## config.mk

```make
export PLATFORM = sky130hd
export DESIGN_NAME = gregorian_date_arithmetic
export DESIGN_NICKNAME = d
export VERILOG_FILES = /design/src/rtl/core/gda_pkg.sv /design/src/rtl/core/gda_datapath.sv /design/src/rtl/core/gda_ctrl.sv /design/src/rtl/core/gregorian_date_arithmetic.sv
export SDC_FILE = /design/constraint.sdc
export NUM_CORES = 2
export LEC_CHECK = 0
export ABC_AREA = 1
export BUFFER_PORTS_ARGS = -buffer_cell sky130_fd_sc_hd__buf_2
export CAP_MARGIN = 10
export CORE_ASPECT_RATIO = 0.6
export CORE_MARGIN = 3
export CORE_UTILIZATION = 40
export DETAILED_ROUTE_END_ITERATION = 10
export PLACE_DENSITY_LB_ADDON = 0.2
export SLEW_MARGIN = 20
export SYNTH_ARGS = -nofsm -noshare
export SYNTH_HDL_FRONTEND = slang
export SYNTH_SLANG_ARGS = --single-unit
```

## constraint.sdc

```tcl
create_clock -name clock -period 16.6 [get_ports clock]
set_clock_uncertainty 0.1 [all_clocks]
set_input_delay 2.49 -clock clock [delete_from_list [all_inputs] [get_ports clock]]
set_output_delay 2.49 -clock clock [all_outputs]
set_load 0.02 [all_outputs]
```

## src/rtl/core/gda_pkg.sv

```systemverilog
// gda_pkg: types, codes and calendar helpers for the date arithmetic unit
// depends on nothing; used by every module of the block
`default_nettype none
package gda_pkg;

   typedef struct packed {
      logic [2:0]  req_type;
      logic [4:0]  day;
      logic [3:0]  month;
      logic [13:0] year;
      logic [15:0] day_count;
      logic [4:0]  other_day;
      logic [3:0]  other_month;
      logic [13:0] other_year;
   } req_type;

   typedef struct packed {
      logic [4:0]  res_day;
      logic [3:0]  res_month;
      logic [13:0] res_year;
      logic        is_greater;
      logic        is_less;
      logic        is_equal;
      logic [21:0] distance;
      logic [1:0]  error;
   } rsp_type;

   localparam logic [2:0] OP_NEXT = 3'd0;
   localparam logic [2:0] OP_PREV = 3'd1;
   localparam logic [2:0] OP_ADD  = 3'd2;
   localparam logic [2:0] OP_SUB  = 3'd3;
   localparam logic [2:0] OP_CMP  = 3'd4;
   localparam logic [2:0] OP_DIST = 3'd5;

   localparam logic [1:0] ERR_NONE  = 2'd0;
   localparam logic [1:0] ERR_DATE  = 2'd1;
   localparam logic [1:0] ERR_RANGE = 2'd2;

   localparam logic [21:0] LAST_DAYNUM = 22'd3652058;
   localparam logic [13:0] YEAR_MAX    = 14'd9999;

   // datapath commands from the controller
   typedef struct packed {
      logic load;      // capture request
      logic cnv_b;     // convert both dates to day numbers
      logic arith;     // day-number arithmetic
      logic ydiv;      // year estimate from the product
      logic yfix;      // one year-correction step
      logic mstep;     // one month-walk step
      logic finish;    // assemble result
   } cmd_type;

   typedef struct packed {
      logic is_date;   // op produces a date
      logic is_pair;   // op is compare or distance
      logic bad;       // invalid input date(s)
      logic yfix_done;
      logic mstep_done;
   } sts_type;

   // divide by 100 through a reciprocal multiply, exact for any 14-bit value
   function automatic logic [13:0] div100(input logic [13:0] v);
      div100 = 14'((28'(v) * 28'd5243) >> 19);
   endfunction

   function automatic logic leap(input logic [13:0] y);
      logic [13:0] q;
      logic [13:0] r100;
      begin
         q    = div100(y);
         r100 = y - q * 14'd100;
         leap = (y[1:0] == 2'b00) && ((r100 != 14'd0) || (q[1:0] == 2'b00));
      end
   endfunction

   function automatic logic [4:0] mlen(input logic [3:0] m, input logic ly);
      case (m)
         4'd2:                      mlen = ly ? 5'd29 : 5'd28;
         4'd4, 4'd6, 4'd9, 4'd11:   mlen = 5'd30;
         default:                   mlen = 5'd31;
      endcase
   endfunction

   // days in months before month m (1..12)
   function automatic logic [8:0] cum(input logic [3:0] m, input logic ly);
      logic [8:0] c;
      begin
         case (m)
            4'd1:  c = 9'd0;
            4'd2:  c = 9'd31;
            4'd3:  c = 9'd59;
            4'd4:  c = 9'd90;
            4'd5:  c = 9'd120;
            4'd6:  c = 9'd151;
            4'd7:  c = 9'd181;
            4'd8:  c = 9'd212;
            4'd9:  c = 9'd243;
            4'd10: c = 9'd273;
            4'd11: c = 9'd304;
            default: c = 9'd334;
         endcase
         cum = (ly && (m > 4'd2)) ? c + 9'd1 : c;
      end
   endfunction

   // days from 0001-01-01 to Jan 1 of year y
   function automatic logic [21:0] dby(input logic [13:0] y);
      logic [13:0] p;
      logic [13:0] c;
      begin
         p   = y - 14'd1;
         c   = div100(p);
         dby = 22'(p) * 22'd365 + 22'(p >> 2) - 22'(c) + 22'(c >> 2);
      end
   endfunction

endpackage
`default_nettype wire

```

## src/rtl/core/gda_datapath.sv

```systemverilog
// gda_datapath: date validation, day-number conversion, arithmetic and conversion back
// depends on gda_pkg
`default_nettype none
module gda_datapath import gda_pkg::*; (
   input  wire logic    clock,
   input  wire req_type req,
   input  wire cmd_type cmd,
   output sts_type      sts,
   output rsp_type      rsp
);

   req_type     r_ff;
   logic [21:0] na_ff, na_in;
   logic [21:0] nb_ff;
   logic [21:0] n_ff, n_in;
   logic [1:0]  err_ff, err_in;
   logic [13:0] yy_ff, yy_in;
   logic [3:0]  mm_ff, mm_in;
   logic [35:0] prod_ff;
   logic        va, vb;
   logic        lya, lyb, lyy;

   // validity and conversion
   assign lya = leap(r_ff.year);
   assign lyb = leap(r_ff.other_year);
   assign lyy = leap(yy_ff);
   assign va = (r_ff.year >= 14'd1) && (r_ff.year <= YEAR_MAX) && (r_ff.month >= 4'd1)
               && (r_ff.month <= 4'd12) && (r_ff.day >= 5'd1)
               && (r_ff.day <= mlen(r_ff.month, lya));
   assign vb = (r_ff.other_year >= 14'd1) && (r_ff.other_year <= YEAR_MAX)
               && (r_ff.other_month >= 4'd1) && (r_ff.other_month <= 4'd12)
               && (r_ff.other_day >= 5'd1)
               && (r_ff.other_day <= mlen(r_ff.other_month, lyb));

   assign sts.is_date    = (r_ff.req_type <= OP_SUB);
   assign sts.is_pair    = (r_ff.req_type == OP_CMP) || (r_ff.req_type == OP_DIST);
   assign sts.bad        = !va || (sts.is_pair && !vb);
   assign sts.yfix_done  = !(((yy_ff > 14'd1) && (dby(yy_ff) > n_ff))
                            || ((yy_ff < YEAR_MAX) && (dby(yy_ff + 14'd1) <= n_ff)));
   assign sts.mstep_done = (mm_ff == 4'd12) || (n_ff < 22'(mlen(mm_ff, lyy)));

   // arithmetic on day numbers
   always_comb begin
      logic [21:0] delta;
      na_in  = na_ff;
      n_in   = n_ff;
      err_in = err_ff;
      yy_in  = yy_ff;
      mm_in  = mm_ff;
      delta  = (r_ff.req_type == OP_NEXT || r_ff.req_type == OP_PREV) ? 22'd1
               : 22'(r_ff.day_count);
      if (cmd.load) begin
         err_in = ERR_NONE;
      end
      if (cmd.cnv_b) begin
         na_in = dby(r_ff.year) + 22'(cum(r_ff.month, lya)) + 22'(r_ff.day) - 22'd1;
      end
      if (cmd.arith) begin
         if (r_ff.req_type == OP_NEXT || r_ff.req_type == OP_ADD) begin
            if (delta > LAST_DAYNUM - na_ff) begin
               n_in = LAST_DAYNUM; err_in = ERR_RANGE;
            end else begin
               n_in = na_ff + delta;
            end
         end else begin
            if (delta > na_ff) begin
               n_in = 22'd0; err_in = ERR_RANGE;
            end else begin
               n_in = na_ff - delta;
            end
         end
      end
      if (cmd.ydiv) begin
         yy_in = (prod_ff[35:22] >= YEAR_MAX) ? YEAR_MAX : prod_ff[35:22] + 14'd1;
         mm_in = 4'd1;
      end
      if (cmd.yfix) begin
         if ((yy_ff > 14'd1) && (dby(yy_ff) > n_ff)) begin
            yy_in = yy_ff - 14'd1;
         end else if ((yy_ff < YEAR_MAX) && (dby(yy_ff + 14'd1) <= n_ff)) begin
            yy_in = yy_ff + 14'd1;
         end else begin
            n_in = n_ff - dby(yy_ff);
         end
      end
      if (cmd.mstep) begin
         n_in  = n_ff - 22'(mlen(mm_ff, lyy));
         mm_in = mm_ff + 4'd1;
      end
   end

   // registers
   always_ff @(posedge clock) begin
      if (cmd.load) r_ff <= req;
      if (cmd.cnv_b) nb_ff <= dby(r_ff.other_year) + 22'(cum(r_ff.other_month, lyb))
                               + 22'(r_ff.other_day) - 22'd1;
      // n*400/146097 ~ n*11484 >> 22, corrected afterwards by year walk
      prod_ff <= 36'(n_ff) * 36'd11484;
      na_ff  <= na_in;
      n_ff   <= n_in;
      err_ff <= err_in;
      yy_ff  <= yy_in;
      mm_ff  <= mm_in;
   end

   // result assembly
   always_comb begin
      rsp = '0;
      if (sts.is_date || sts.is_pair) begin
         if (sts.bad) begin
            rsp.error = ERR_DATE;
         end else if (sts.is_date) begin
            rsp.res_day   = 5'(n_ff) + 5'd1;
            rsp.res_month = mm_ff;
            rsp.res_year  = yy_ff;
            rsp.error     = err_ff;
         end else if (r_ff.req_type == OP_CMP) begin
            rsp.is_greater = na_ff > nb_ff;
            rsp.is_less    = na_ff < nb_ff;
            rsp.is_equal   = na_ff == nb_ff;
         end else begin
            rsp.distance = (na_ff > nb_ff) ? na_ff - nb_ff : nb_ff - na_ff;
         end
      end
   end

endmodule
`default_nettype wire

```

## src/rtl/core/gda_ctrl.sv

```systemverilog
// gda_ctrl: sequencer for the date arithmetic unit
// depends on gda_pkg
`default_nettype none
module gda_ctrl import gda_pkg::*; (
   input  wire logic    clock,
   input  wire logic    reset,
   input  wire logic    req_valid,
   output logic         req_ready,
   output logic         rsp_valid,
   input  wire logic    rsp_ready,
   input  wire sts_type sts,
   output cmd_type      cmd,
   output logic         rsp_load
);

   localparam logic [3:0] S_IDLE = 4'd0;
   localparam logic [3:0] S_CNV  = 4'd1;
   localparam logic [3:0] S_ARI  = 4'd2;
   localparam logic [3:0] S_MUL  = 4'd3;
   localparam logic [3:0] S_MUL2 = 4'd4;
   localparam logic [3:0] S_YFIX = 4'd5;
   localparam logic [3:0] S_MON  = 4'd6;
   localparam logic [3:0] S_DONE = 4'd7;

   logic [3:0] state_ff, state_in;
   logic       full_ff, full_in;

   assign req_ready = (state_ff == S_IDLE);
   assign rsp_valid = full_ff;

   // next state and commands
   always_comb begin
      state_in = state_ff;
      cmd      = '0;
      rsp_load = 1'b0;
      case (state_ff)
         S_IDLE: if (req_valid) begin
            cmd.load = 1'b1; state_in = S_CNV;
         end
         S_CNV: begin
            cmd.cnv_b = 1'b1; state_in = S_ARI;
         end
         S_ARI: begin
            if (sts.is_date && !sts.bad) begin
               cmd.arith = 1'b1; state_in = S_MUL;
            end else begin
               state_in = S_DONE;
            end
         end
         S_MUL:  state_in = S_MUL2;
         S_MUL2: begin
            cmd.ydiv = 1'b1; state_in = S_YFIX;
         end
         S_YFIX: begin
            cmd.yfix = 1'b1;
            if (sts.yfix_done) state_in = S_MON;
         end
         S_MON: begin
            if (sts.mstep_done) state_in = S_DONE;
            else cmd.mstep = 1'b1;
         end
         S_DONE: if (!full_ff) begin
            rsp_load = 1'b1; state_in = S_IDLE;
         end
         default: state_in = S_IDLE;
      endcase
   end

   // output beat holding
   always_comb begin
      full_in = full_ff;
      if (rsp_ready) full_in = 1'b0;
      if (rsp_load)  full_in = 1'b1;
   end

   always_ff @(posedge clock) begin
      if (reset) begin
         state_ff <= S_IDLE;
         full_ff  <= 1'b0;
      end else begin
         state_ff <= state_in;
         full_ff  <= full_in;
      end
   end

endmodule
`default_nettype wire

```

## src/rtl/core/gregorian_date_arithmetic.sv

```systemverilog
// gregorian_date_arithmetic: top level of the date arithmetic unit
// depends on gda_pkg, gda_ctrl, gda_datapath
//
// Usage:
//   req channel (req_valid/req_ready/req_data) takes one request beat: an
//   operation code and one or two dates. rsp channel (rsp_valid/rsp_ready/
//   rsp_data) returns exactly one result beat per request.
//   One request is processed at a time. After the request beat the sequencer
//   passes through CNV and ARI; date operations on valid dates go on through
//   MUL, MUL2, the year-correction steps in YFIX and one month-walk step per
//   month walked (up to 11) in MON; compare, distance, invalid dates and
//   unused codes go from ARI straight to DONE. req_ready returns the cycle
//   after the result is loaded in DONE.
//   The result sits in an output register; the next request is taken while
//   it waits, and a stalled receiver holds the result and, once the next
//   one is finished, holds the request side too.
//   Synchronous reset empties the output register and returns the
//   sequencer to idle.
`default_nettype none
module gregorian_date_arithmetic import gda_pkg::*; (
   input  wire logic    clock,
   input  wire logic    reset,
   input  wire logic    req_valid,
   output logic         req_ready,
   input  wire req_type req_data,
   output logic         rsp_valid,
   input  wire logic    rsp_ready,
   output rsp_type      rsp_data
);

   cmd_type cmd;
   sts_type sts;
   rsp_type res;
   logic    rsp_load;
   rsp_type out_ff;

   gda_ctrl u_ctrl (
      .clock, .reset, .req_valid, .req_ready, .rsp_valid, .rsp_ready,
      .sts, .cmd, .rsp_load
   );

   gda_datapath u_dp (
      .clock, .req(req_data), .cmd, .sts, .rsp(res)
   );

   // output register
   always_ff @(posedge clock) begin
      if (rsp_load) out_ff <= res;
   end
   assign rsp_data = out_ff;

endmodule
`default_nettype wire

```

==> results.md <==
- Peak Freq: 0.06535 GHz
- RSZ-0062 raised after global routing: false
- Area leader, netlist: fa_1
- Pre-CTS WS: 1.536 ns
- Port buffer count: 120
- Row cnt: 113
- Slowest stage delay, CP: 0.71 ns
- Post-DRT Antenna Nets: 0
- Via/cell ratio: 5.070
- Sequential share of the synthesized area: 0.09837
- WL final: 187.0 mm
- Critical Path Start: u_dp.yy_ff[0]
- Tmin final: 15.30 ns
- Critical R2R Capture: u_dp.n_ff[4]
- Synth unique cells: 77
- Fin. Hold Viols: 0
- Layout cells sized above 1: 0.04105
- Clock Path Buffers: 3
- CP Max Fanout: 28
- Critical path's most frequent cell: nand2_1
- Asr flop ratio synth: 0
- CP max-delay cell: xor2_1
- Height of the die: 317.8 um
- Largest cells by area after synthesis: fa_1, ha_1, inv_1
- Req. time, crit path: 17.02 ns
- Max Slew Vio Count: 0
- Initial Utilization: 0.4061
- Remaining DRCs: 0
- Syn Inst Count: 7,374
- Slew margin rel.: 0.2851
- Via Count: 49,080
- Final setup viols: 0
- Syn Area/Cell: 8.790 um2
- Die W: 525.7 um
- Setup CP Type: reg2reg
- Gp weighted congestion: 0.9586
- Largest net degree at the start of global routing: 46
- Die area: 0.1671 mm2
- Dpl hpwl: 166.3 mm
- First-pass GRT wire length: 294.5 mm
- # Max-Cap Violations: 0
- Most common cell after layout, fill and taps aside: inv_1
- Reg2Reg Setup Slack: 1.30 ns
- Final core occ: 0.4345
- Core Area: 0.1596 mm2
- Clk root buf: clkbuf_16
- IO Count: 121
- Area Overhead vs Synth: 6.999%
- HP Class: reg2reg
- Syn_nets: 9,777
- Initial antenna violation count: 2
- GR Util All Layers: 0.2254
- Worst Tran Pin Value: 1.065 ns
- Post-synth top flop: edfxtp_1
- DR pass1 iterations: 6
- Commonest non-fill, non-tap cells in the layout: inv_1, ha_1, fa_1
- Hold-fix buffers, CTS: 0
- FF-to-FF path depth: 55
- Yosys warning total: 0
- Post-synth EDFFs: 163
- Post-synth top area share: 0.2773
- Number of global-route vias before repair: 49,095
- CTS Sinks: 237
- Clk slew on worst S/H paths: 0.07 ns
- Gr ovfl total: 0
- Worst setup EP type: flop
- Layout Nets: 9,930
- Outcome: complete, no violations
- Crit path launch type: flop
- CTS tree: yes
- Cts repair resizes: 0
- Final Worst Setup Slack: 1.297 ns
- Yosys reg bits: 237
- H-tree levels: 1
- RR Startpoint: u_dp.yy_ff[0]
- Period utilization: 0.9218
- CTS Buf Count: 31
- Fin Hold WS: 0.3388 ns
- Wirelength per Cell: 19.32 um
- Post-route setup TNS: 0 ns
- Crit path to: u_dp.n_ff[4]
- DRT iter0 DRCs: 4,211
- Mapped cell area: 0.06482 mm2
- Clk_lat worst skew: 0.67 ns
- Post-CTS Setup Bufs: 0
- Worst Path Arrival: 15.72 ns
==> metrics by stage <==
| stage | std cells | area [um2] |
|---|---|---|
| after floorplan | 7374 | 64820 |
| after global placement | 9621 | 68260 |
| after detailed placement | 9621 | 68260 |
| after CTS | 9679 | 69350 |
| after global routing | 9680 | 69360 |
| final | 9680 | 69360 |
==> final cells by class <==
cell class | instances | area [um2]
Inverter | 1959 | 7355
Sequential cell | 237 | 6376
Antenna cell | 1 | 2.502
Tap cell | 2127 | 2661
Multi-Input combinational cell | 5123 | 50850
Clock inverter | 22 | 291.5
Clock buffer | 36 | 804.5
Fill cell | 15814 | 90270
Timing Repair Buffer | 175 | 1013
==> sequential cells by signal, summed over array words and instances, names as in the netlist, 2 cells and up, named ones only <==
name and flops:
u_dp.prod_ff 14, u_dp.err_ff 2, u_dp.n_ff 22, u_ctrl.state_ff 3
u_dp.mm_ff 4, rsp_data 50, u_dp.yy_ff 14, u_dp.na_ff 22
u_dp.nb_ff 22, u_dp.r_ff 65
==> Yosys cell counts, types with 27 or more instances <==
cell / instances
o21ai_0: 213
nor3_1: 48
ha_1: 1436
nor2_1: 274
fa_1: 898
o21ai_1: 52
nand4_1: 68
nand3_1: 221
edfxtp_1: 163
xnor2_1: 97
a21oi_1: 448
clkbuf_1: 32
xor2_1: 258
dfxtp_1: 74
a31oi_1: 27
nand2_1: 815
inv_1: 1948
==> critical path, delay by kind of cell, from the launching register on <==
| kind | cells | cell delay, ns |
|---|---|---|
| adders and majority gates | 13 | 5.90 |
| AOI/OAI and AO/OA | 14 | 3.00 |
| and+or+nand+nor | 16 | 2.18 |
| buffers and inverters | 9 | 1.98 |
| xor gates and xnor gates | 3 | 1.67 |
| DFF | 1 | 0.30 |
==> worst min path at each step <==
stage | endpoint | slack [ns] | depth (start not counted) | from
6_report | u_dp.err_ff[0] | 0.34 | 2 | u_dp.err_ff[0]
5_1_grt | u_dp.err_ff[0] | 0.39 | 2 | u_dp.err_ff[0]
4_1_cts | u_dp.err_ff[0] | 0.34 | 2 | u_dp.err_ff[0]
3_5_place_dp | u_dp.err_ff[0] | 0.33 | 2 | u_dp.err_ff[0]
3_3_place_gp | u_dp.err_ff[0] | 0.33 | 2 | u_dp.err_ff[0]
2_1_floorplan | u_dp.err_ff[0] | 0.32 | 2 | u_dp.err_ff[0]
==> per-layer routing <==
layer  GRT usage  routed length [um]
met3     0.05436               19010
met5           0                   0
met1      0.3903              103100
met4     0.02040                1700
met2      0.2754               63280
==> cells by family (layout without fill, tap and decap cells) <==
logic type,count (synthesis),in the layout,share of synthesized area
other,0,1,0
buffers and inverters,2014,2192,0.1178
and+or+nand+nor,1497,1497,0.09903
AOI/OAI and AO/OA,937,937,0.08233
xor gates and xnor gates,355,355,0.04797
adders and majority gates,2334,2334,0.5545
DFF,237,237,0.09837
Power is left out: the tool's default activity adds up to more than one toggle a clock period on the data nets, which glitch-free logic cannot reach.
